[src/lbd_pkg.sv]
// shared types and constants of the length-bounded dag longest-path unit
package lbd_pkg;

    // table geometry
    localparam int NODE_COUNT   = 1024;
    localparam int NODE_W       = 10;
    localparam int LEN_W        = 4;
    localparam int MAX_PATH_LEN = 15;
    localparam int ADDR_W       = LEN_W + NODE_W;
    localparam int TABLE_DEPTH  = (MAX_PATH_LEN + 1) * NODE_COUNT;

    // field widths
    localparam int DIST_W     = 32;
    localparam int PRED_W     = 11;
    localparam int BIN_W      = 11;
    localparam int COST_W     = 24;
    localparam int STEP_W     = 12;
    localparam int SHIFT_W    = 4;
    localparam int DIFF_W     = 12;
    localparam int CFG_IDX_W  = 3;
    localparam int CFG_DATA_W = 12;

    // tan(3.14/6) in unsigned q0.32
    localparam logic [31:0] TAN_LIMIT = 32'd2478180410;

    // word function codes
    localparam logic FUNC_RELAX = 1'b0;
    localparam logic FUNC_READ  = 1'b1;

    // configuration register indexes
    typedef enum logic [CFG_IDX_W-1:0] {
        REG_START_CNT  = 3'd0,
        REG_SRC_LIMIT  = 3'd1,
        REG_MAX_LEN    = 3'd2,
        REG_FREQ_CNT   = 3'd3,
        REG_FREQ_STEP  = 3'd4,
        REG_TIME_SHIFT = 3'd5
    } cfg_idx_t;

    // input word
    typedef struct packed {
        logic                     func;
        logic [NODE_W-1:0]        src_node;
        logic [NODE_W-1:0]        dst_node;
        logic signed [COST_W-1:0] arc_cost;
        logic [LEN_W-1:0]         read_length;
    } in_word_t;

    // output word
    typedef struct packed {
        logic signed [DIST_W-1:0] distance;
        logic [PRED_W-1:0]        predecessor;
    } out_word_t;

    // one table entry
    typedef struct packed {
        logic signed [DIST_W-1:0] dist_val;
        logic [PRED_W-1:0]        pred;
    } entry_t;

    // divider handshake
    typedef struct packed {
        logic              start;
        logic [NODE_W-1:0] dividend;
        logic [BIN_W-1:0]  divisor;
    } div_req_t;

    typedef struct packed {
        logic              done;
        logic [NODE_W-1:0] quo;
        logic [BIN_W-1:0]  rem;
    } div_rsp_t;

    // turn test handshake
    typedef struct packed {
        logic                     start;
        logic signed [DIFF_W-1:0] u1;
        logic signed [DIFF_W-1:0] v1;
        logic signed [DIFF_W-1:0] u2;
        logic signed [DIFF_W-1:0] v2;
        logic [STEP_W-1:0]        step;
        logic [SHIFT_W-1:0]       shift;
    } turn_req_t;

    typedef struct packed {
        logic done;
        logic sharp;
    } turn_rsp_t;

endpackage

[src/lbd_div.sv]
// restoring divider, one quotient bit per cycle, node number by bin count
module lbd_div (
    input  logic              clk,
    input  logic              rst_n,
    input  lbd_pkg::div_req_t req,
    output lbd_pkg::div_rsp_t rsp
);
    import lbd_pkg::*;

    localparam int CNT_W = $clog2(NODE_W);

    logic              busy_reg, busy_next;
    logic              done_reg, done_next;
    logic [CNT_W-1:0]  cnt_reg, cnt_next;
    logic [NODE_W-1:0] quo_reg, quo_next;
    logic [BIN_W-1:0]  rem_reg, rem_next;
    logic [BIN_W-1:0]  dsr_reg, dsr_next;
    logic [BIN_W:0]    trial;

    // one trial subtraction a cycle
    always_comb
    begin
        busy_next = busy_reg;
        done_next = 1'b0;
        cnt_next  = cnt_reg;
        quo_next  = quo_reg;
        rem_next  = rem_reg;
        dsr_next  = dsr_reg;
        trial     = {rem_reg, quo_reg[NODE_W-1]};
        if (req.start)
        begin
            busy_next = 1'b1;
            cnt_next  = '0;
            quo_next  = req.dividend;
            rem_next  = '0;
            dsr_next  = req.divisor;
        end
        else if (busy_reg)
        begin
            if (trial >= {1'b0, dsr_reg})
            begin
                rem_next = BIN_W'(trial - {1'b0, dsr_reg});
                quo_next = {quo_reg[NODE_W-2:0], 1'b1};
            end
            else
            begin
                rem_next = trial[BIN_W-1:0];
                quo_next = {quo_reg[NODE_W-2:0], 1'b0};
            end
            cnt_next = cnt_reg + CNT_W'(1);
            if (cnt_reg == CNT_W'(NODE_W - 1))
            begin
                busy_next = 1'b0;
                done_next = 1'b1;
            end
        end
    end

    // control state
    always_ff @(posedge clk or negedge rst_n)
    begin
        if (!rst_n)
        begin
            busy_reg <= 1'b0;
            done_reg <= 1'b0;
            cnt_reg  <= '0;
        end
        else
        begin
            busy_reg <= busy_next;
            done_reg <= done_next;
            cnt_reg  <= cnt_next;
        end
    end

    // datapath
    always_ff @(posedge clk)
    begin
        quo_reg <= quo_next;
        rem_reg <= rem_next;
        dsr_reg <= dsr_next;
    end

    assign rsp = '{done: done_reg, quo: quo_reg, rem: rem_reg};

endmodule

[config.mk]
export PLATFORM = sky130hd
export DESIGN_NAME = lbd_div
export DESIGN_NICKNAME = d
export VERILOG_FILES = /design/src/lbd_pkg.sv /design/src/lbd_div.sv
export SDC_FILE = /design/constraint.sdc
export NUM_CORES = 1
export LEC_CHECK = 0
export ABC_AREA = 1
export BUFFER_PORTS_ARGS = -buffer_cell sky130_fd_sc_hd__buf_4
export CAP_MARGIN = 20
export CORE_MARGIN = 2
export CORE_UTILIZATION = 30
export CTS_CLUSTER_DIAMETER = 150
export DETAILED_ROUTE_END_ITERATION = 12
export GPL_TIMING_DRIVEN = 0
export PLACE_DENSITY_LB_ADDON = 0.05
export REMOVE_ABC_BUFFERS = 1
export SYNTH_ARGS = -nofsm -noshare
export SYNTH_HDL_FRONTEND = slang
export SYNTH_SLANG_ARGS = --single-unit
export TNS_END_PERCENT = 20
[constraint.sdc]
create_clock -name clk -period 2.5 [get_ports clk]
set_input_delay 0.375 -clock clk [delete_from_list [all_inputs] [get_ports clk]]
set_output_delay 0.375 -clock clk [all_outputs]
set_load 0.01 [all_outputs]
Yosys cells after proc, flatten, opt, wreduce, memory -nomap -nowiden:

Index checks and enable logic that the tools add are counted.
Widths: inputs -> output; s select.

* bits of input ports: 24
* word-level logic and storage cells: 23
* register bits after elaboration: 38
* output and inout bits: 22

* equal/unequal tests: 1
* order comparisons: 1
* reductions and logical operators: 1
* $add $sub $neg: 2
* muxes and demuxes: 12

Operators with widths (number)
* $mux 10: 2
* $ge 12x11->1: 1
* $mux 11: 1
* $sub 11x11->11: 1
* $mux 4: 2
* $mux 1: 7
* $add 4x1->4 const B: 1
* $eq 4x4->1 const B: 1
* $reduce_bool 2->1: 1

Depth between registers and ports, before layout:

Gate-level depths: netlist of run 1.

* word-level depth: 4
* depth in mapped cells: 12
* mapped depth without buffers: 12

Worst setup path after synthesis of run 1:

OpenSTA, ideal clock, no wires.

* kind: register to register
* from: register quo_reg[9]
* to: register rem_reg[7]
* slack: 0.596 ns
* data required time: 2.387 ns
* cell stages (with the launch flop): 13
* buffers on the path: 1
* data arrival time: 1.790 ns
* path through: edfxtp_1 > inv_1 > ha_1 > fa_1 > inv_1 > nand3_1 > nand3_1 > nand2_1 > nand4_2 > buf_6 > nand3_1 > nand3_1 > nand2_1

* longest elaborated chain between the ends: 2
* elaborated cells between the ends (all ways): 3

Ends and longest elaborated chain
* start: declaration: RTL line lbd_div.sv:15 `logic [NODE_W-1:0] quo_reg, quo_next;`
* start signal: assignment: RTL line lbd_div.sv:79 `quo_reg <= quo_next;`
* $sub 11x11->11 or $ge 12x11->1 (tied branches): RTL line lbd_div.sv:42, lbd_div.sv:40
* $mux 11 (*): RTL line lbd_div.sv:40 `if (trial >= {1'b0, dsr_reg})`
* end signal: assignment: RTL line lbd_div.sv:80 `rem_reg <= rem_next;`
* end: declaration: RTL line lbd_div.sv:16 `logic [BIN_W-1:0] rem_reg, rem_next;`

Every way passes the cells marked *; elsewhere a longest branch is shown, timed or not.
A chain may end at the register's enable or synchronous reset.

Final worst setup path of run 1:

* from: register quo_reg[9]
* to: register quo_reg[0] (data pin)

* longest elaborated chain between the ends: 4

Ends and longest elaborated chain
* $ge 12x11->1: RTL line lbd_div.sv:40
* $mux 1: RTL line lbd_div.sv:40
* $mux 10: RTL line lbd_div.sv:38 `else if (busy_reg)`
* $mux 10: RTL line lbd_div.sv:30 `if (req.start)`
* via quo_next[0]: RTL line lbd_div.sv:15

The timed path passes the listed nets, and every way through them passes these cells. The select of a mux whose other input is x is not followed.

==> results of run 1 <==
area by class of cell:
class	instances	area (µm²)
Fill cell	811	4500
Multi-Input combinational cell	200	1040
Sequential cell	38	1000
Timing Repair Buffer	46	348
Inverter	52	195
Tap cell	99	124
Clock buffer	7	86.3
Clock inverter	1	5.00
power by group:
part	switching [W]	internal, W
clock	0.000233	0.000223
combinational	0.000795	0.000552
sequential	0.000106	0.000787
worst max-delay path, stage by stage, from the launching register on:
cell and delay, ns:
edfxtp_1 0.42, inv_1 0.14, ha_1 0.21, fa_1 0.22
inv_1 0.07, nand3_1 0.06, nand3_1 0.22, nand2_4 0.28
nand4_4 0.25, nand2_1 0.15, nand2_1 0.06
routing by layer:
layer	wire [µm]	part of all wire, %
met4	79	1.4
met1	2600	47
met3	242	4.3
met2	2640	47
met5	0	0
Yosys cell counts (all sizes together):
| cell type | n | area, µm² |
|---|---|---|
| nand3 | 30 | 150 |
| edfxtp | 21 | 631 |
| dfxtp | 11 | 220 |
| nand2 | 110 | 420 |
| nor4 | 1 | 6.26 |
| xor2 | 1 | 8.76 |
| nand4 | 16 | 106 |
| nor2 | 13 | 48.8 |
| o21ai | 4 | 20.0 |
| xnor2 | 2 | 17.5 |
| dfrtp | 6 | 150 |
| ha | 13 | 163 |
| fa | 1 | 20.0 |
| and2 | 1 | 8.76 |
| a21oi | 6 | 33.8 |
| clkbuf | 3 | 11.3 |
| or2 | 1 | 6.26 |
| buf | 6 | 45.0 |
| o22ai | 1 | 6.26 |
| inv | 52 | 195 |
final timing paths:
check,startpoint,endpoint,depth (start not counted)
max in group asynchronous,rst_n,busy_reg,2
min in group asynchronous,rst_n,cnt_reg[3],2
min reg2reg,rem_reg[10],rem_reg[10],2
min,req[3],dsr_reg[3],1
max,quo_reg[9],quo_reg[0],10
max reg2reg,quo_reg[9],quo_reg[0],10
through the flow:
stage,area [µm²],utilization [%],setup TNS (ns),worst slack (ns),hold WS (ns)
global placement,2670,36.7,-2.57,-0.265,0.189
CTS,2790,38.2,0,0.0883,0.245
finish,2800,38.3,0,0.181,0.251
detailed placement,2670,36.7,-2.15,-0.268,0.189
global route,2800,38.3,0,0.0129,0.243
floorplan,2210,-,0,0.440,0.0794
cells by family after synthesis:
logic type / after synthesis / share of synthesized area (%)
and+or+nand+nor: 172 / 32.9
buffers and inverters: 61 / 11.1
DFF: 38 / 44.1
adders and majority gates: 14 / 8.05
AOI/OAI and AO/OA: 11 / 2.65
xor gates and xnor gates: 3 / 1.16
what timing repair did:
action | in CTS | in global routing
gates resized for setup | 2 | 2
hold buffers | 1 | 0
endpoints found under the setup margin | 12 | 12
endpoints found under the hold margin | 6 | 0
==> flow_summary.ini, run 1 <==
[timing]
slew_headroom_pct = 31.1
tightest_slew_ns = 1.03
skew_ns = 0.00792
post-route-min-period_ns = 2.32
finalHoldViolCount = 0
report.final.slew_viol_count = 0
max_freq_mhz = 431
setup_viol = 0
rsz0062_at_grt = no
post-route-period-util_pct = 92.7

[clock_tree]
post_cts_buffers = 0
cts_tree = built
htree_levels = 2
clock_tree.buffer_depth = 2
clk_pin_slew_ns = 0.08
cts_inserted_buffers = 5
clock_latency_ns = 0.29
clockRootBuffer = clkbuf_8
cts.sinks = 38

[global_route]
antenna_found_initial = 0
met2_usage_pct = 23.5
grt_util_met3_pct = 3.40
gr-usage-met1_pct = 17.9
grtUsageTotal_pct = 14.2
busiest_layer = met2
grt_max_degree = 26
first_global_vias = 1894
grt_first_pass_wirelength_um = 9230
gr-total-overflow = 0

[logic_synthesis]
synthesis.area_um2 = 2270
netlist_instances = 299
yosysSeqAreaShare_pct = 44.1
ys_ff_latch = 38
yosys_warnings = 0
synth.distinct_cells = 26
syn_area_per_cell_um2 = 7.59

[pwr]
p_per_area_nw_per_um2 = 964
vdd_drop_max_mv = 0.268
leakage_nw = 1.45
power_w = 0.00270

[run]
maxCapViolations = 0

[cells_and_area]
most-common-layout-cells = nand2_1, inv_1, buf_4, nand3_1, edfxtp_1
diodes = 0
layout.nets = 381
layout.cells.non_filler = 443
drive_gt1_share_pct = 18.0
layout_commonest_cell = nand2_1
synthToLayoutAreaGrowth_pct = 23.3

[critical_path]
crit_fanout = 12
rrSetupSlack_ns = 0.18
crit_type = reg2reg
crit_path_end_kind = register
critPathArrivalTime_ns = 2.38
start_kind = register
critPathRequiredTime_ns = 2.56

[detailed_routing]
wirelength_um = 5570
drc = 0
drt_iter0_drc = 80
postRouteAntennaNets = 0
vias_per_cell = 4.40
dr.pass1.iters = 4
wl_per_cell_um = 12.6
vias = 1951

[place]
place_congestion = 0.836
port_buffers = 45
hpwl_um = 3950
place_inst = 434

[floorplanning]
fp.dieArea_um2 = 8270
ios = 46
rows = 31
coreArea_um2 = 7290
die_width_um = 91.0
die_h_um = 91.0
initial_utilization_pct = 31.1

[run_status]
status = complete, no violations

[min_path]
holdCritPathClass = in2reg
Note: power is estimated with default switching activity, not from simulation.
==> inputs of run 2 (changes only) <==
--- a/config.mk
+++ b/config.mk
@@ -9,11 +9,12 @@
 export BUFFER_PORTS_ARGS = -buffer_cell sky130_fd_sc_hd__buf_4
 export CAP_MARGIN = 20
 export CORE_MARGIN = 2
-export CORE_UTILIZATION = 30
+export CORE_UTILIZATION = 40
 export CTS_CLUSTER_DIAMETER = 150
 export DETAILED_ROUTE_END_ITERATION = 12
 export GPL_TIMING_DRIVEN = 0
 export PLACE_DENSITY_LB_ADDON = 0.05
+export RECOVER_POWER = 100
 export REMOVE_ABC_BUFFERS = 1
 export SYNTH_ARGS = -nofsm -noshare
 export SYNTH_HDL_FRONTEND = slang
==> run 2 against run 1 <==
- utilization is 11 points higher
- critical path type unchanged
- final area down 3.6%
- combinational power is 7% lower
- sequential cell count unchanged
- sequential share of layout area increased by 1.3 points
- clock-buffer cell count shrank 1
- largest power group unchanged
- cell count fell by 6.1%
==> flow_summary.ini, run 2 (synthesis results as in run 1) <==
[global_route]
grt_first_pass_wirelength_um = 8690
antenna_found_initial = 0
grtUsageTotal_pct = 17.7
grt_max_degree = 26
gr-total-overflow = 0
first_global_vias = 1884

[timing]
post-route-period-util_pct = 89.6
rsz0062_at_grt = no
post-route-min-period_ns = 2.24
slew_headroom_pct = 31.1
skew_ns = 0.00339
finalHoldViolCount = 0
max_freq_mhz = 447
report.final.slew_viol_count = 0
tightest_slew_ns = 1.03
setup_viol = 0
finalSetupTns_ns = 0

[floorplanning]
ios = 46
die_h_um = 79.3
rows = 27
die_width_um = 79.3
coreArea_um2 = 5510
initial_utilization_pct = 41.2
fp.dieArea_um2 = 6290

[cells_and_area]
layout.nets = 381
most-common-layout-cells = nand2_1, inv_1, nand3_1, clkbuf_1, edfxtp_1
fin_area_um2 = 2700
utilization_pct = 48.9
layout_commonest_cell = nand2_1
fillers = 611
synthToLayoutAreaGrowth_pct = 18.8
drive_gt1_share_pct = 11.3
layout.cells.non_filler = 416
multi_input_area_um2 = 1040
diodes = 0
layout.area.seq_um2 = 1000

[detailed_routing]
postRouteAntennaNets = 0
wl_per_cell_um = 12.1
vias = 1988
drt_iter0_drc = 97
drc = 0
dr.pass1.iters = 5
wirelength_um = 5020
vias_per_cell = 4.78

[critical_path]
start_kind = register
crit_path_end_kind = register
rrSetupSlack_ns = 0.26
endpoint = rem_reg[7]
r2r-start = quo_reg[9]
crit_type = reg2reg
startpoint = quo_reg[9]
critPathRequiredTime_ns = 2.69
cp_num_buf_inv = 2
slowest_delay_ns = 0.41
ff2ff_path_depth = 11
cp_cell_sequence = inv_1, ha_1, fa_1, inv_1, nand3_1, nand3_1, nand2_4, nand4_4, nand3_1, nand3_1, nand2_1
worst-path-stages = 11
slowest_stage = fa_1
r2r_end = rem_reg[7]
crit_fanout = 12
crit_top_cell = nand3_1
critPathArrivalTime_ns = 2.43
crit_family = simple AND/OR/NAND/NOR gates

[place]
postPlaceCellArea_um2 = 2640
place_inst = 407
hpwl_um = 3620
port_buffers = 45
place_congestion = 0.876

[min_path]
holdCritPathClass = in2reg
min_path_cells = 1

[clock_tree]
clock_latency_ns = 0.29
post_cts_buffers = 0
cts.sinks = 38
cts_tree = built
htree_levels = 2
clock_tree.buffer_depth = 2
clockRootBuffer = clkbuf_8
cts_inserted_buffers = 5
clk_pin_slew_ns = 0.08

[run_status]
status = complete, no violations

[pwr]
vdd_drop_max_mv = 0.385
leakage_nw = 1.36
p_per_area_nw_per_um2 = 991

[run]
maxCapViolations = 0
==> run 2: cell types whose count changed in the layout (fill, tap and decap cells not counted) <==
cell        previous run  this run
clkinv_2               1         0
clkbuf_1               1        24
clkbuf_4               0        11
bufinv_16              0         1
buf_4                 45        11
clkinvlp_4             0         1
clkbuf_8               6         5
==> run 2: layout make-up <==
type,instances,share of cell area [%]
Clock buffer,6,2.69
Clock inverter,2,1.39
Inverter,52,7.24
Multi-Input combinational cell,200,38.5
Sequential cell,38,37.1
Tap cell,72,3.34
Timing Repair Buffer,46,9.70
==> run 2: how the worst min path moves through the flow <==
stage | from | endpoint | slack, ns
floorplan | rst_n | busy_reg | 0.08
global placement | rst_n | cnt_reg[3] | 0.19
detailed placement | rst_n | cnt_reg[3] | 0.19
CTS | req[4] | dsr_reg[4] | 0.25
global route | req[10] | dsr_reg[10] | 0.27
finish | req[5] | dsr_reg[5] | 0.28
==> run 2: timing repair <==
item	in CTS	in global routing
resized for setup	1	3
hold buffers	1	0
gates cloned	0	0
pin swaps	0	0
hold endpoints to repair	6	0
setup endpoints to repair	12	12
==> run 2: layer usage <==
layer  vias to the layer above  GRT usage, %  routed length (µm)
met5                         -             0                   0
met4                         0          5.69                  70
met3                         6          4.09                 253
met2                        42          29.5                2350
met1                       901          22.8                2350
li1                       1039             -                   -
==> run 2: power by group <==
group | leakage, nW | switching [W] | internal [W] | total [W]
sequential | 0.385 | 0.000106 | 0.000787 | 0.000894
combinational | 0.928 | 0.000778 | 0.000474 | 0.00125
clock | 0.0514 | 0.000227 | 0.000298 | 0.000525
total | 1.36 | 0.00111 | 0.00156 | 0.00267
==> run 2: through the flow <==
step,hold WS [ns],power (W),setup slack (ns)
detailed placement,0.188,0.00222,-0.155
global placement,0.186,0.00221,-0.156
CTS,0.248,0.00276,0.0350
global route,0.268,0.00293,0.0699
finish,0.276,0.00267,0.261
floorplan,0.0794,0.00182,0.440
