==> src/lbd_ram.sv <==
// generic single-clock ram with one write port and one registered read port
module lbd_ram #(
    parameter int WIDTH = 8,
    parameter int DEPTH = 16
) (
    input  logic                     clk,
    input  logic                     we,
    input  logic [$clog2(DEPTH)-1:0] waddr,
    input  logic [WIDTH-1:0]         wdata,
    input  logic                     re,
    input  logic [$clog2(DEPTH)-1:0] raddr,
    output logic [WIDTH-1:0]         rdata
);

    logic [WIDTH-1:0] mem [DEPTH];

    // write port
    always_ff @(posedge clk)
    begin
        if (we)
        begin
            mem[waddr] <= wdata;
        end
    end

    // registered read port
    always_ff @(posedge clk)
    begin
        if (re)
        begin
            rdata <= mem[raddr];
        end
    end

endmodule

==> config.mk <==
export PLATFORM = sky130hd
export DESIGN_NAME = lbd_ram
export DESIGN_NICKNAME = d
export VERILOG_FILES = /design/src/lbd_ram.sv
export SDC_FILE = /design/constraint.sdc
export NUM_CORES = 1
export LEC_CHECK = 0
export BUFFER_PORTS_ARGS = -buffer_cell sky130_fd_sc_hd__clkbuf_2
export CAP_MARGIN = 15
export CORE_ASPECT_RATIO = 1.75
export CORE_MARGIN = 1.5
export CORE_UTILIZATION = 60
export DETAILED_ROUTE_END_ITERATION = 12
export GPL_ROUTABILITY_DRIVEN = 0
export GPL_TIMING_DRIVEN = 0
export PLACE_DENSITY_LB_ADDON = 0.1
export SLEW_MARGIN = 5
export SYNTH_ARGS = -nofsm -noshare
export SYNTH_HDL_FRONTEND = slang
export SYNTH_SLANG_ARGS = --single-unit
==> constraint.sdc <==
create_clock -name clk -period 2.4 [get_ports clk]
set_input_delay 0.24 -clock clk [delete_from_list [all_inputs] [get_ports clk]]
set_output_delay 0.24 -clock clk [all_outputs]
set_load 0.05 [all_outputs]
; Yosys cells after proc, flatten, opt, wreduce, memory -nomap -nowiden
; Memories as Yosys holds them, arrays and structs flattened. A register that Yosys moved wholly into a read port is not among the register bits.
; Cells that the tools add are included.
[word_totals]
regBits = 0
latchBits = 0
mem_bits_rw = 128
rom_bits = 0
out_inout_bits = 8
word_cells = 3
memories = 1
[classes]
add_sub_neg = 0
n_mul = 0
div_mod_pow = 0
n_lt_le_gt_ge = 0
eq_ne = 0
n_shift = 0
mux = 2
bitwise_logic = 0
reduce_logical = 0
[memory_table]
columns = name, words, width, read_ports, rd_clocked_by_memory_dff, wr, line_no
row1 = mem, 16, 8, 1, 1, 1, 15  ; logic [WIDTH-1:0] mem [DEPTH];
[ops]
columns = operator, count
row1 = 2-to-1 mux 1 bit, 2

; Depth between registers and ports, before layout
; Gate-level depths: netlist of the first run.
[depth]
word_depth = 2
depth_mapped = 5

; Least setup slack after synthesis of the first run
; OpenSTA, ideal clock, no wires.
[synth_path]
path_type = in2reg
startpoint = in waddr[2]
endpoint = mem mem[0][0] (enable)
setup_time_ns = 0.383
t_arrival_ns = 1.350
path_slack_ns = 0.667
path_stages = 2
path_cell_list = or3b_2 nor3_1
[synth_rtl]
columns = item, line_no
row1 = start: declaration, 8  ; input logic [$clog2(DEPTH)-1:0] waddr,
row2 = end: declaration, 15
; No word-level cell before the write port.

==> impl_metrics.env, run 1 <==
export IMPL_coreArea_sq_um=8368
export IMPL_cap_violations=0
export IMPL_num_vias=2439
export IMPL_ant_nets=0
export IMPL_dieWidth_um=73.56
export IMPL_crit_required_ns=2.54
export IMPL_cp_arrival_ns=1.79
export IMPL_synthesis_area_sq_um=5228
export IMPL_holdBufCountCts=0
export IMPL_critPathMaxStageDelay_ns=0.58
export IMPL_cts_setup_buffers=0
export IMPL_yosys_warnings=0
export IMPL_grt_max_degree=17
export IMPL_initial_core_util_pct=62.47
export IMPL_period_needed_ns=1.646
export IMPL_synth_async_reset_ratio_pct=0
export IMPL_h_tree_depth=4
export IMPL_dr_pass1_iters=4
export IMPL_peakVddDrop_mv=0.9014
export IMPL_syn2layout_area_growth_pct=18.67
export IMPL_fp_row_count=44
export IMPL_yosysTopAreaCellShare_pct=78.12
export IMPL_cts_tree="yes"
export IMPL_synth_area_per_cell_sq_um=22.83
export IMPL_p_per_area_nw_per_um2=954.0
export IMPL_clk_path_buf_depth=2
export IMPL_startpoint_type="flop"
export IMPL_cp_max_fo=1
export IMPL_synth_common_cells="edfxtp_1 (136), mux4_2 (18), a22oi_1 (16)"
export IMPL_place_hpwl_um=6299
export IMPL_grt_total_usage_pct=23.95
export IMPL_critPathBufInv=0
export IMPL_crit_chain="mux4_1, a22oi_1, nand2_1"
export IMPL_yosysTopAreaCell="edfxtp_1"
export IMPL_nNetsFinal=295
export IMPL_path_class="flop to flop"
export IMPL_status="complete, no violations"
export IMPL_via_per_inst=6.037
export IMPL_cts_sinks=136
export IMPL_grt_ovfl_total=0
export IMPL_drtIter0Drc=180
export IMPL_synth_most_common_cell="edfxtp_1"
export IMPL_tightest_slew_ns=0.8507
export IMPL_fin_tns_setup_ns=0
export IMPL_cts_inserted_buffers=17
export IMPL_syn_nets=248
export IMPL_antenna_found_initial=0
export IMPL_portBuffers=25
export IMPL_die_height_um=126.5
export IMPL_drt_wirelength_per_cell_um=24.22
export IMPL_drc_errors=0
export IMPL_fmaxAchievable_mhz=607.6
export IMPL_syn_inst=229
export IMPL_cts_root_buf="clkbuf_16"
export IMPL_crit_slowest_cell="mux4_1"
export IMPL_dieArea_sq_um=9304
export IMPL_p_leak_nw=2.109
export IMPL_grt_pass1_wl_um=14820
export IMPL_finalCoreUtilization_pct=74.13
export IMPL_post_route_period_util_pct=68.58
export IMPL_finalSetupViolCount=0
export IMPL_finalNonFillerCells=404
export IMPL_hold_viol_final=0
export IMPL_wirelength_um=9784
export IMPL_synth_seq_cells=136
export IMPL_clock_latency_ns=0.40
export IMPL_rsz0062_at_grt="no"
export IMPL_place_inst=372
export IMPL_io_pins=27
export IMPL_cp_end_kind="flop"
export IMPL_synth_top_cells_by_area="edfxtp_1 (78%), mux4_2 (7.8%), mux4_1 (7.0%), a22oi_1 (2.3%), nor2_1 (0.93%)"
export IMPL_hold_path_class="input port to flop"
export IMPL_post_cts_resized=0
export IMPL_fin_skew_ns=0.005159
export IMPL_antennaDiodeCount=0
export IMPL_synth_edff_count=136
export IMPL_path_delay_family="multiplexers"
export IMPL_ys_flop_type="edfxtp_1"
export IMPL_drive_gt1_share_pct=30.10
export IMPL_ys_seq_area_share_pct=78.12
export IMPL_power_w=0.005918
export IMPL_grt_pass1_vias=2454
export IMPL_cts_clk_slew_worst_paths_ns=0.06
export IMPL_yosysUniqueCellTypes=18
export IMPL_relSlewSlack_pct=42.85
export IMPL_maxSlewViolCount=0
## registers in the layout, summed over array words and instances, names as in the netlist
name,cells
rdata,8
mem,128
## cell families after synthesis
group	Yosys count	synth area share (%)
AOI/OAI and AO/OA	16	2.298
buffers and inverters	10	1.651
DFF	136	78.12
and+or+nand+nor	35	3.136
muxes	32	14.79
## cells in the final DEF (no fill, tap or decap), drive strengths merged
| cell | count |
|---|---|
| a22oi | 16 |
| and2 | 1 |
| and2b | 1 |
| buf | 10 |
| bufinv | 7 |
| clkbuf | 42 |
| clkdlybuf4s25 | 3 |
| clkinv | 7 |
| edfxtp | 136 |
| inv | 1 |
| mux4 | 32 |
| nand2 | 9 |
| nand2b | 2 |
| nand3 | 1 |
| nand3b | 2 |
| nor2 | 13 |
| nor2b | 1 |
| nor3 | 4 |
| or3b | 1 |
## where the power goes
group          switching, W  internal (W)
clock network      0.000897       0.00204
registers         0.0000128       0.00268
logic              0.000186      0.000104
total               0.00110       0.00482
## cell type report
class	count	area, sq um
Clock buffer	17	425.4
Fill cell	500	2165
Timing Repair Buffer	28	147.6
Tap cell	115	143.9
Sequential cell	136	4084
Buffer	10	86.33
Clock inverter	15	254.0
Multi-Input combinational cell	83	1062
## metrics by stage
step           hold slack, ns  instance area, sq um  setup slack, ns
2_1_floorplan          0.3389                  5228           0.6671
4_1_cts                0.1821                  6198           0.7976
5_1_grt                0.2060                  6203           0.6966
3_3_place_gp           0.6028                  5497          0.09618
6_report               0.1949                  6203           0.7541
3_5_place_dp           0.6030                  5519           0.4259
## layer usage
layer | GRT usage, % | vias up | share of wire (%)
met4 | 8.279 | 0 | 2.9
met1 | 30.70 | 1263 | 38
met2 | 39.06 | 87 | 54
met5 | 0 | - | 0
met3 | 7.069 | 13 | 4.7
li1 | - | 1076 | -
## worst paths after layout
path	startpoint	end	slack, ns	cells after the start
worst min register to register	mem[12][2]	rdata[2]	0.76	3
worst min-delay path	re	rdata[6]	0.19	1
worst max-delay path	mem[7][1]	rdata[1]	0.75	3
worst max register to register	mem[7][1]	rdata[1]	0.75	3
## worst register-to-register path: cells and delay by family (launching register included)
family          cells  cell delay (ns)
compound gates      1             0.30
flops               1             0.42
simple gates        1             0.09
mux                 1             0.59
(Power assumes the default switching activity.)
==> run 2: changes to the inputs <==
--- a/config.mk
+++ b/config.mk
@@ -5,6 +5,7 @@
 export SDC_FILE = /design/constraint.sdc
 export NUM_CORES = 1
 export LEC_CHECK = 0
+export ABC_AREA = 1
 export BUFFER_PORTS_ARGS = -buffer_cell sky130_fd_sc_hd__clkbuf_2
 export CAP_MARGIN = 15
 export CORE_ASPECT_RATIO = 1.75
==> constraint.sdc (replaced) <==
create_clock -name clk -period 1.66 [get_ports clk]
set_input_delay 0.166 -clock clk [delete_from_list [all_inputs] [get_ports clk]]
set_output_delay 0.166 -clock clk [all_outputs]
set_load 0.05 [all_outputs]
==> impl_metrics.env, run 2 <==
export IMPL_place_hpwl_um=9201
export IMPL_critPathMaxStageDelay_ns=0.73
export IMPL_cts_tree="yes"
export IMPL_synth_top_family_by_area="simple AND/OR/NAND/NOR gates"
export IMPL_fmaxAchievable_mhz=823.8
export IMPL_via_per_inst=5.414
export IMPL_fin_tns_setup_ns=0
export IMPL_nNetsFinal=612
export IMPL_grt_pass1_vias=3922
export IMPL_hold_viol_final=0
export IMPL_drt_wirelength_per_cell_um=18.76
export IMPL_yosysTopAreaCellShare_pct=69.85
export IMPL_period_needed_ns=1.214
export IMPL_antenna_found_initial=0
export IMPL_fillers=711
export IMPL_synth_top_cells_by_area="edfxtp_1 (70%), nand2_1 (11%), nand3_1 (8.3%), inv_1 (6.4%), buf_6 (1.2%)"
export IMPL_syn_inst=551
export IMPL_post_cts_resized=0
export IMPL_cap_violations=0
export IMPL_yosys_warnings=0
export IMPL_synth_async_reset_ratio_pct=0
export IMPL_dr_pass1_iters=7
export IMPL_final_cell_mix="nand2_1 (173), edfxtp_1 (136), inv_1 (100)"
export IMPL_clock_latency_ns=0.42
export IMPL_ys_flop_type="edfxtp_1"
export IMPL_cts_inserted_buffers=17
export IMPL_synthesis_area_sq_um=5847
export IMPL_yosysTopAreaCell="edfxtp_1"
export IMPL_synth_xor_xnor_area_share_pct=0
export IMPL_path_class="input port to flop"
export IMPL_cts_clk_slew_worst_paths_ns=0.06
export IMPL_crit_required_ns=1.71
export IMPL_wirelength_um=13640
export IMPL_relSlewSlack_pct=40.61
export IMPL_crit_slowest_cell="nor2_1"
export IMPL_die_height_um=133.6
export IMPL_holdBufCountCts=0
export IMPL_post_route_period_util_pct=73.12
export IMPL_synth_edff_count=136
export IMPL_finalCoreUtilization_pct=70.50
export IMPL_hold_path_class="input port to flop"
export IMPL_cp_end_kind="flop"
export IMPL_fin_skew_ns=0.004430
export IMPL_p_leak_nw=2.886
export IMPL_yosys_area_share_simple_pct=20.76
export IMPL_largest_register="mem"
export IMPL_initial_core_util_pct=61.75
export IMPL_dieArea_sq_um=10370
export IMPL_peakVddDrop_mv=1.245
export IMPL_grt_total_usage_pct=28.81
export IMPL_syn2layout_area_growth_pct=14.17
export IMPL_largest_reg_flops=128
export IMPL_dieWidth_um=77.62
export IMPL_cts_setup_buffers=0
export IMPL_antennaDiodeCount=0
export IMPL_maxSlewViolCount=0
export IMPL_synth_area_per_cell_sq_um=10.61
export IMPL_status="complete, no violations"
export IMPL_clk_path_buf_depth=2
export IMPL_ys_seq_area_share_pct=69.85
export IMPL_drtIter0Drc=365
export IMPL_io_pins=27
export IMPL_synth_most_common_cell="nand2_1"
export IMPL_crit_chain="clkbuf_2, nand3b_1, nor2_1"
export IMPL_yosysUniqueCellTypes=11
export IMPL_ant_nets=0
export IMPL_tightest_slew_ns=0.8876
export IMPL_finalSetupViolCount=0
export IMPL_synthMuxAreaShare_pct=0
export IMPL_startpoint_type="input port"
export IMPL_drc_errors=0
export IMPL_synth_seq_cells=136
export IMPL_rsz0062_at_grt="no"
export IMPL_coreArea_sq_um=9468
export IMPL_grt_pass1_wl_um=20890
export IMPL_p_per_area_nw_per_um2=1197
export IMPL_fp_row_count=47
export IMPL_synth_common_cells="nand2_1 (173), edfxtp_1 (136), inv_1 (100)"
export IMPL_cp_arrival_ns=1.26
export IMPL_grt_ovfl_total=0
export IMPL_final_common_cell="nand2_1"
export IMPL_grt_max_degree=17
export IMPL_syn_nets=570
export IMPL_synth_compound_area_share_pct=0
export IMPL_num_vias=3936
export IMPL_cp_max_fo=8
export IMPL_cts_root_buf="clkbuf_16"
export IMPL_portBuffers=23
export IMPL_reg_largest_list="mem (128), rdata (8)"
export IMPL_whs_ns=0.1006
export IMPL_h_tree_depth=4
export IMPL_synth_adder_area_share_pct=0
export IMPL_drive_gt1_share_pct=12.56
export IMPL_cts_sinks=136
run 2: cell types whose count changed after synthesis, sizes merged, moves of 2 or more:
cell,before,now
a22oi,16,0
buf,7,24
clkdlybuf4s25,3,0
inv,0,102
mux4,32,0
nand2,9,173
nand2b,2,0
nand3,1,97
nor2,13,17
nor3,4,0
run 2: area by class of cell:
type,count,area [sq um],share of cell area [%]
multi-input cells,289,1214,18.18
well taps,122,152.6,2.287
flip-flops and latches,136,4084,61.18
plain buffers,24,166.4,2.493
inverters,102,382.9,5.736
clock buffers,17,425.4,6.373
clock inverters,14,135.1,2.024
repair buffers,23,115.1,1.724
run 2: kinds of logic (layout without fill, tap and decap cells):
logic type             Yosys count  after routing
AND/OR/NAND/NOR                289            289
flip-flops                     136            136
buffers and inverters          126            180
run 2: path summary, 6_finish.rpt:
check | from | end | slack [ns] | cells past startpoint
setup / recovery | waddr[2] | mem[8][0] | 0.45 | 3
hold / removal | re | rdata[6] | 0.10 | 1
setup reg to reg | mem[1][3] | rdata[3] | 0.48 | 6
hold reg to reg | mem[12][1] | rdata[1] | 0.76 | 6
run 2: critical path, delay by kind of cell:
| kind | cells | cell delay [ns] |
|---|---|---|
| buffers and inverters | 1 | 0.11 |
| AND/OR/NAND/NOR | 2 | 0.99 |
run 2: layer usage:
metal	vias to the layer above	track usage, %	wire, um
li1	1869	-	-
met1	1839	32.21	4840
met2	182	49.03	7224
met3	46	7.671	956
met4	0	16.36	614
met5	-	0	0
run 2: stage by stage:
| stage | power (W) | setup slack, ns | instances | area (sq um) |
|---|---|---|---|---|
| 4_1_cts | 0.007996 | 0.4533 | 727 | 6675 |
| 5_1_grt | 0.008201 | 0.3724 | 727 | 6675 |
| 6_report | 0.007993 | 0.4462 | 727 | 6675 |
| 2_1_floorplan | 0.004288 | 0.5432 | 551 | 5847 |
| 3_5_place_dp | 0.004502 | 0.01203 | 696 | 6115 |
| 3_3_place_gp | 0.004487 | 0.08405 | 696 | 6115 |
run 2: where the power goes:
group          switching, W  leakage [nW]  total (W)  internal, W
logic              0.000406          1.40   0.000550     0.000144
clock network       0.00138         0.255    0.00355      0.00217
registers         0.0000182          1.24    0.00389      0.00387
total               0.00181          2.89    0.00799      0.00619
==> run 3: changes to the inputs <==
==> constraint.sdc (replaced) <==
create_clock -name clk -period 1.25 [get_ports clk]
set_input_delay 0.125 -clock clk [delete_from_list [all_inputs] [get_ports clk]]
set_output_delay 0.125 -clock clk [all_outputs]
set_load 0.05 [all_outputs]
==> impl_metrics.env, run 3 (synthesized netlist as in run 2, its figures left out) <==
export IMPL_finalSetupViolCount=0
export IMPL_cap_violations=0
export IMPL_path_delay_family="simple AND/OR/NAND/NOR gates"
export IMPL_cts_inserted_buffers=17
export IMPL_antennaDiodeCount=0
export IMPL_grt_ovfl_total=0
export IMPL_fin_skew_ns=0.003900
export IMPL_drc_errors=0
export IMPL_wirelength_um=13660
export IMPL_drt_wirelength_per_cell_um=18.79
export IMPL_fmaxAchievable_mhz=845.2
export IMPL_critPathMaxStageDelay_ns=0.73
export IMPL_fin_tns_setup_ns=0
export IMPL_cts_setup_buffers=0
export IMPL_reg_largest_list="mem (128), rdata (8)"
export IMPL_maxSlewViolCount=0
export IMPL_crit_slowest_cell="nor2_1"
export IMPL_cts_root_buf="clkbuf_16"
export IMPL_hold_path_class="input port to flop"
export IMPL_dr_pass1_iters=5
export IMPL_portBuffers=23
export IMPL_grt_total_usage_pct=28.81
export IMPL_grt_max_degree=17
export IMPL_cts_tree="yes"
export IMPL_power_internal_w=0.008217
export IMPL_whs_ns=0.07265
export IMPL_multi_input_area_sq_um=1219
export IMPL_p_per_area_nw_per_um2=1587
export IMPL_clkPwrFrac_pct=44.4
export IMPL_drtIter0Drc=377
export IMPL_swShare_pct=22.49
export IMPL_drive_gt1_share_pct=12.73
export IMPL_num_vias=3959
export IMPL_relSlewSlack_pct=40.12
export IMPL_final_seq_area_sq_um=4084
export IMPL_critPathBufInv=1
export IMPL_io_pins=27
export IMPL_p_sw_w=0.002385
export IMPL_antenna_found_initial=0
export IMPL_cts_sinks=136
export IMPL_ant_nets=0
export IMPL_initial_core_util_pct=61.75
export IMPL_dieWidth_um=77.62
export IMPL_die_height_um=133.6
export IMPL_place_hpwl_um=9201
export IMPL_period_needed_ns=1.183
export IMPL_final_cell_mix="nand2_1 (173), edfxtp_1 (136), inv_1 (100)"
export IMPL_grt_pass1_vias=3922
export IMPL_rsz0062_at_grt="no"
export IMPL_clk_path_buf_depth=2
export IMPL_p_leak_nw=2.888
export IMPL_p_seq_share_pct=48.7
export IMPL_cp_arrival_ns=1.22
export IMPL_post_route_period_util_pct=94.66
export IMPL_largest_register="mem"
export IMPL_largest_reg_flops=128
export IMPL_grt_pass1_wl_um=20890
export IMPL_cp_max_fo=8
export IMPL_cp_end_kind="flop"
export IMPL_cts_clk_slew_worst_paths_ns=0.06
export IMPL_syn2layout_area_growth_pct=14.25
export IMPL_nNetsFinal=612
export IMPL_peakVddDrop_mv=1.665
export IMPL_tightest_slew_ns=0.8948
export IMPL_holdBufCountCts=0
export IMPL_via_per_inst=5.446
export IMPL_h_tree_depth=4
export IMPL_fillers=710
export IMPL_status="complete, no violations"
export IMPL_final_common_cell="nand2_1"
export IMPL_startpoint_type="input port"
export IMPL_clock_latency_ns=0.42
export IMPL_path_class="input port to flop"
export IMPL_coreArea_sq_um=9468
export IMPL_crit_chain="clkbuf_2, nand3b_1, nor2_1"
export IMPL_dieArea_sq_um=10370
export IMPL_fp_row_count=47
export IMPL_hold_viol_final=0
export IMPL_crit_required_ns=1.29
export IMPL_p_comb_share_pct=6.9
run 3: power groups by stage:
stage / logic (W) / clock network [W] / registers, W
final: 0.000733 / 0.00470 / 0.00516
after global routing: 0.000792 / 0.00493 / 0.00517
after CTS: 0.000725 / 0.00473 / 0.00517
after detailed placement: 0.000720 / 0 / 0.00526
after global placement: 0.000704 / 0 / 0.00525
after floorplan: 0.000360 / 0 / 0.00533
run 3: cell type report:
cell class | count | area share (%)
timing repair buffer | 23 | 1.723
inverter | 102 | 5.731
multi-input combinational | 289 | 18.24
clock buffer | 17 | 6.368
clock inverter | 14 | 2.023
tap | 122 | 2.285
buffer | 24 | 2.491
sequential | 136 | 61.14
run 3: final timing paths:
check / startpoint / to / slack (ns) / cells past startpoint
max: waddr[2] / mem[8][0] / 0.07 / 3
min: re / rdata[6] / 0.07 / 1
max reg2reg: mem[0][6] / rdata[6] / 0.08 / 6
min reg2reg: mem[12][2] / rdata[2] / 0.76 / 6
run 3: layer usage:
metal / vias up / global-route usage (%) / wire length (um)
met1: 1850 / 32.21 / 4968
met4: 0 / 16.36 / 682
met5: - / 0 / 0
met2: 190 / 49.03 / 7084
met3: 52 / 7.671 / 925
li1: 1867 / - / -
run 3: repair_timing:
item                                    4_1_cts  5_1_grt
endpoints found under the hold margin         0        0
endpoints found under the setup margin        0        1
gates resized for setup                       0        1
run 3: per-stage QoR:
stage / total power, W / setup slack (ns) / cell area, sq um / cells / utilization (%)
final: 0.01060 / 0.06680 / 6680 / 727 / 70.56
after global routing: 0.01089 / 0.003405 / 6680 / 727 / 70.56
after CTS: 0.01062 / 0.08426 / 6675 / 727 / 70.50
after detailed placement: 0.005979 / -0.3570 / 6115 / 696 / 64.58
after global placement: 0.005959 / -0.2849 / 6115 / 696 / 64.58
after floorplan: 0.005694 / 0.1742 / 5847 / 551 / -
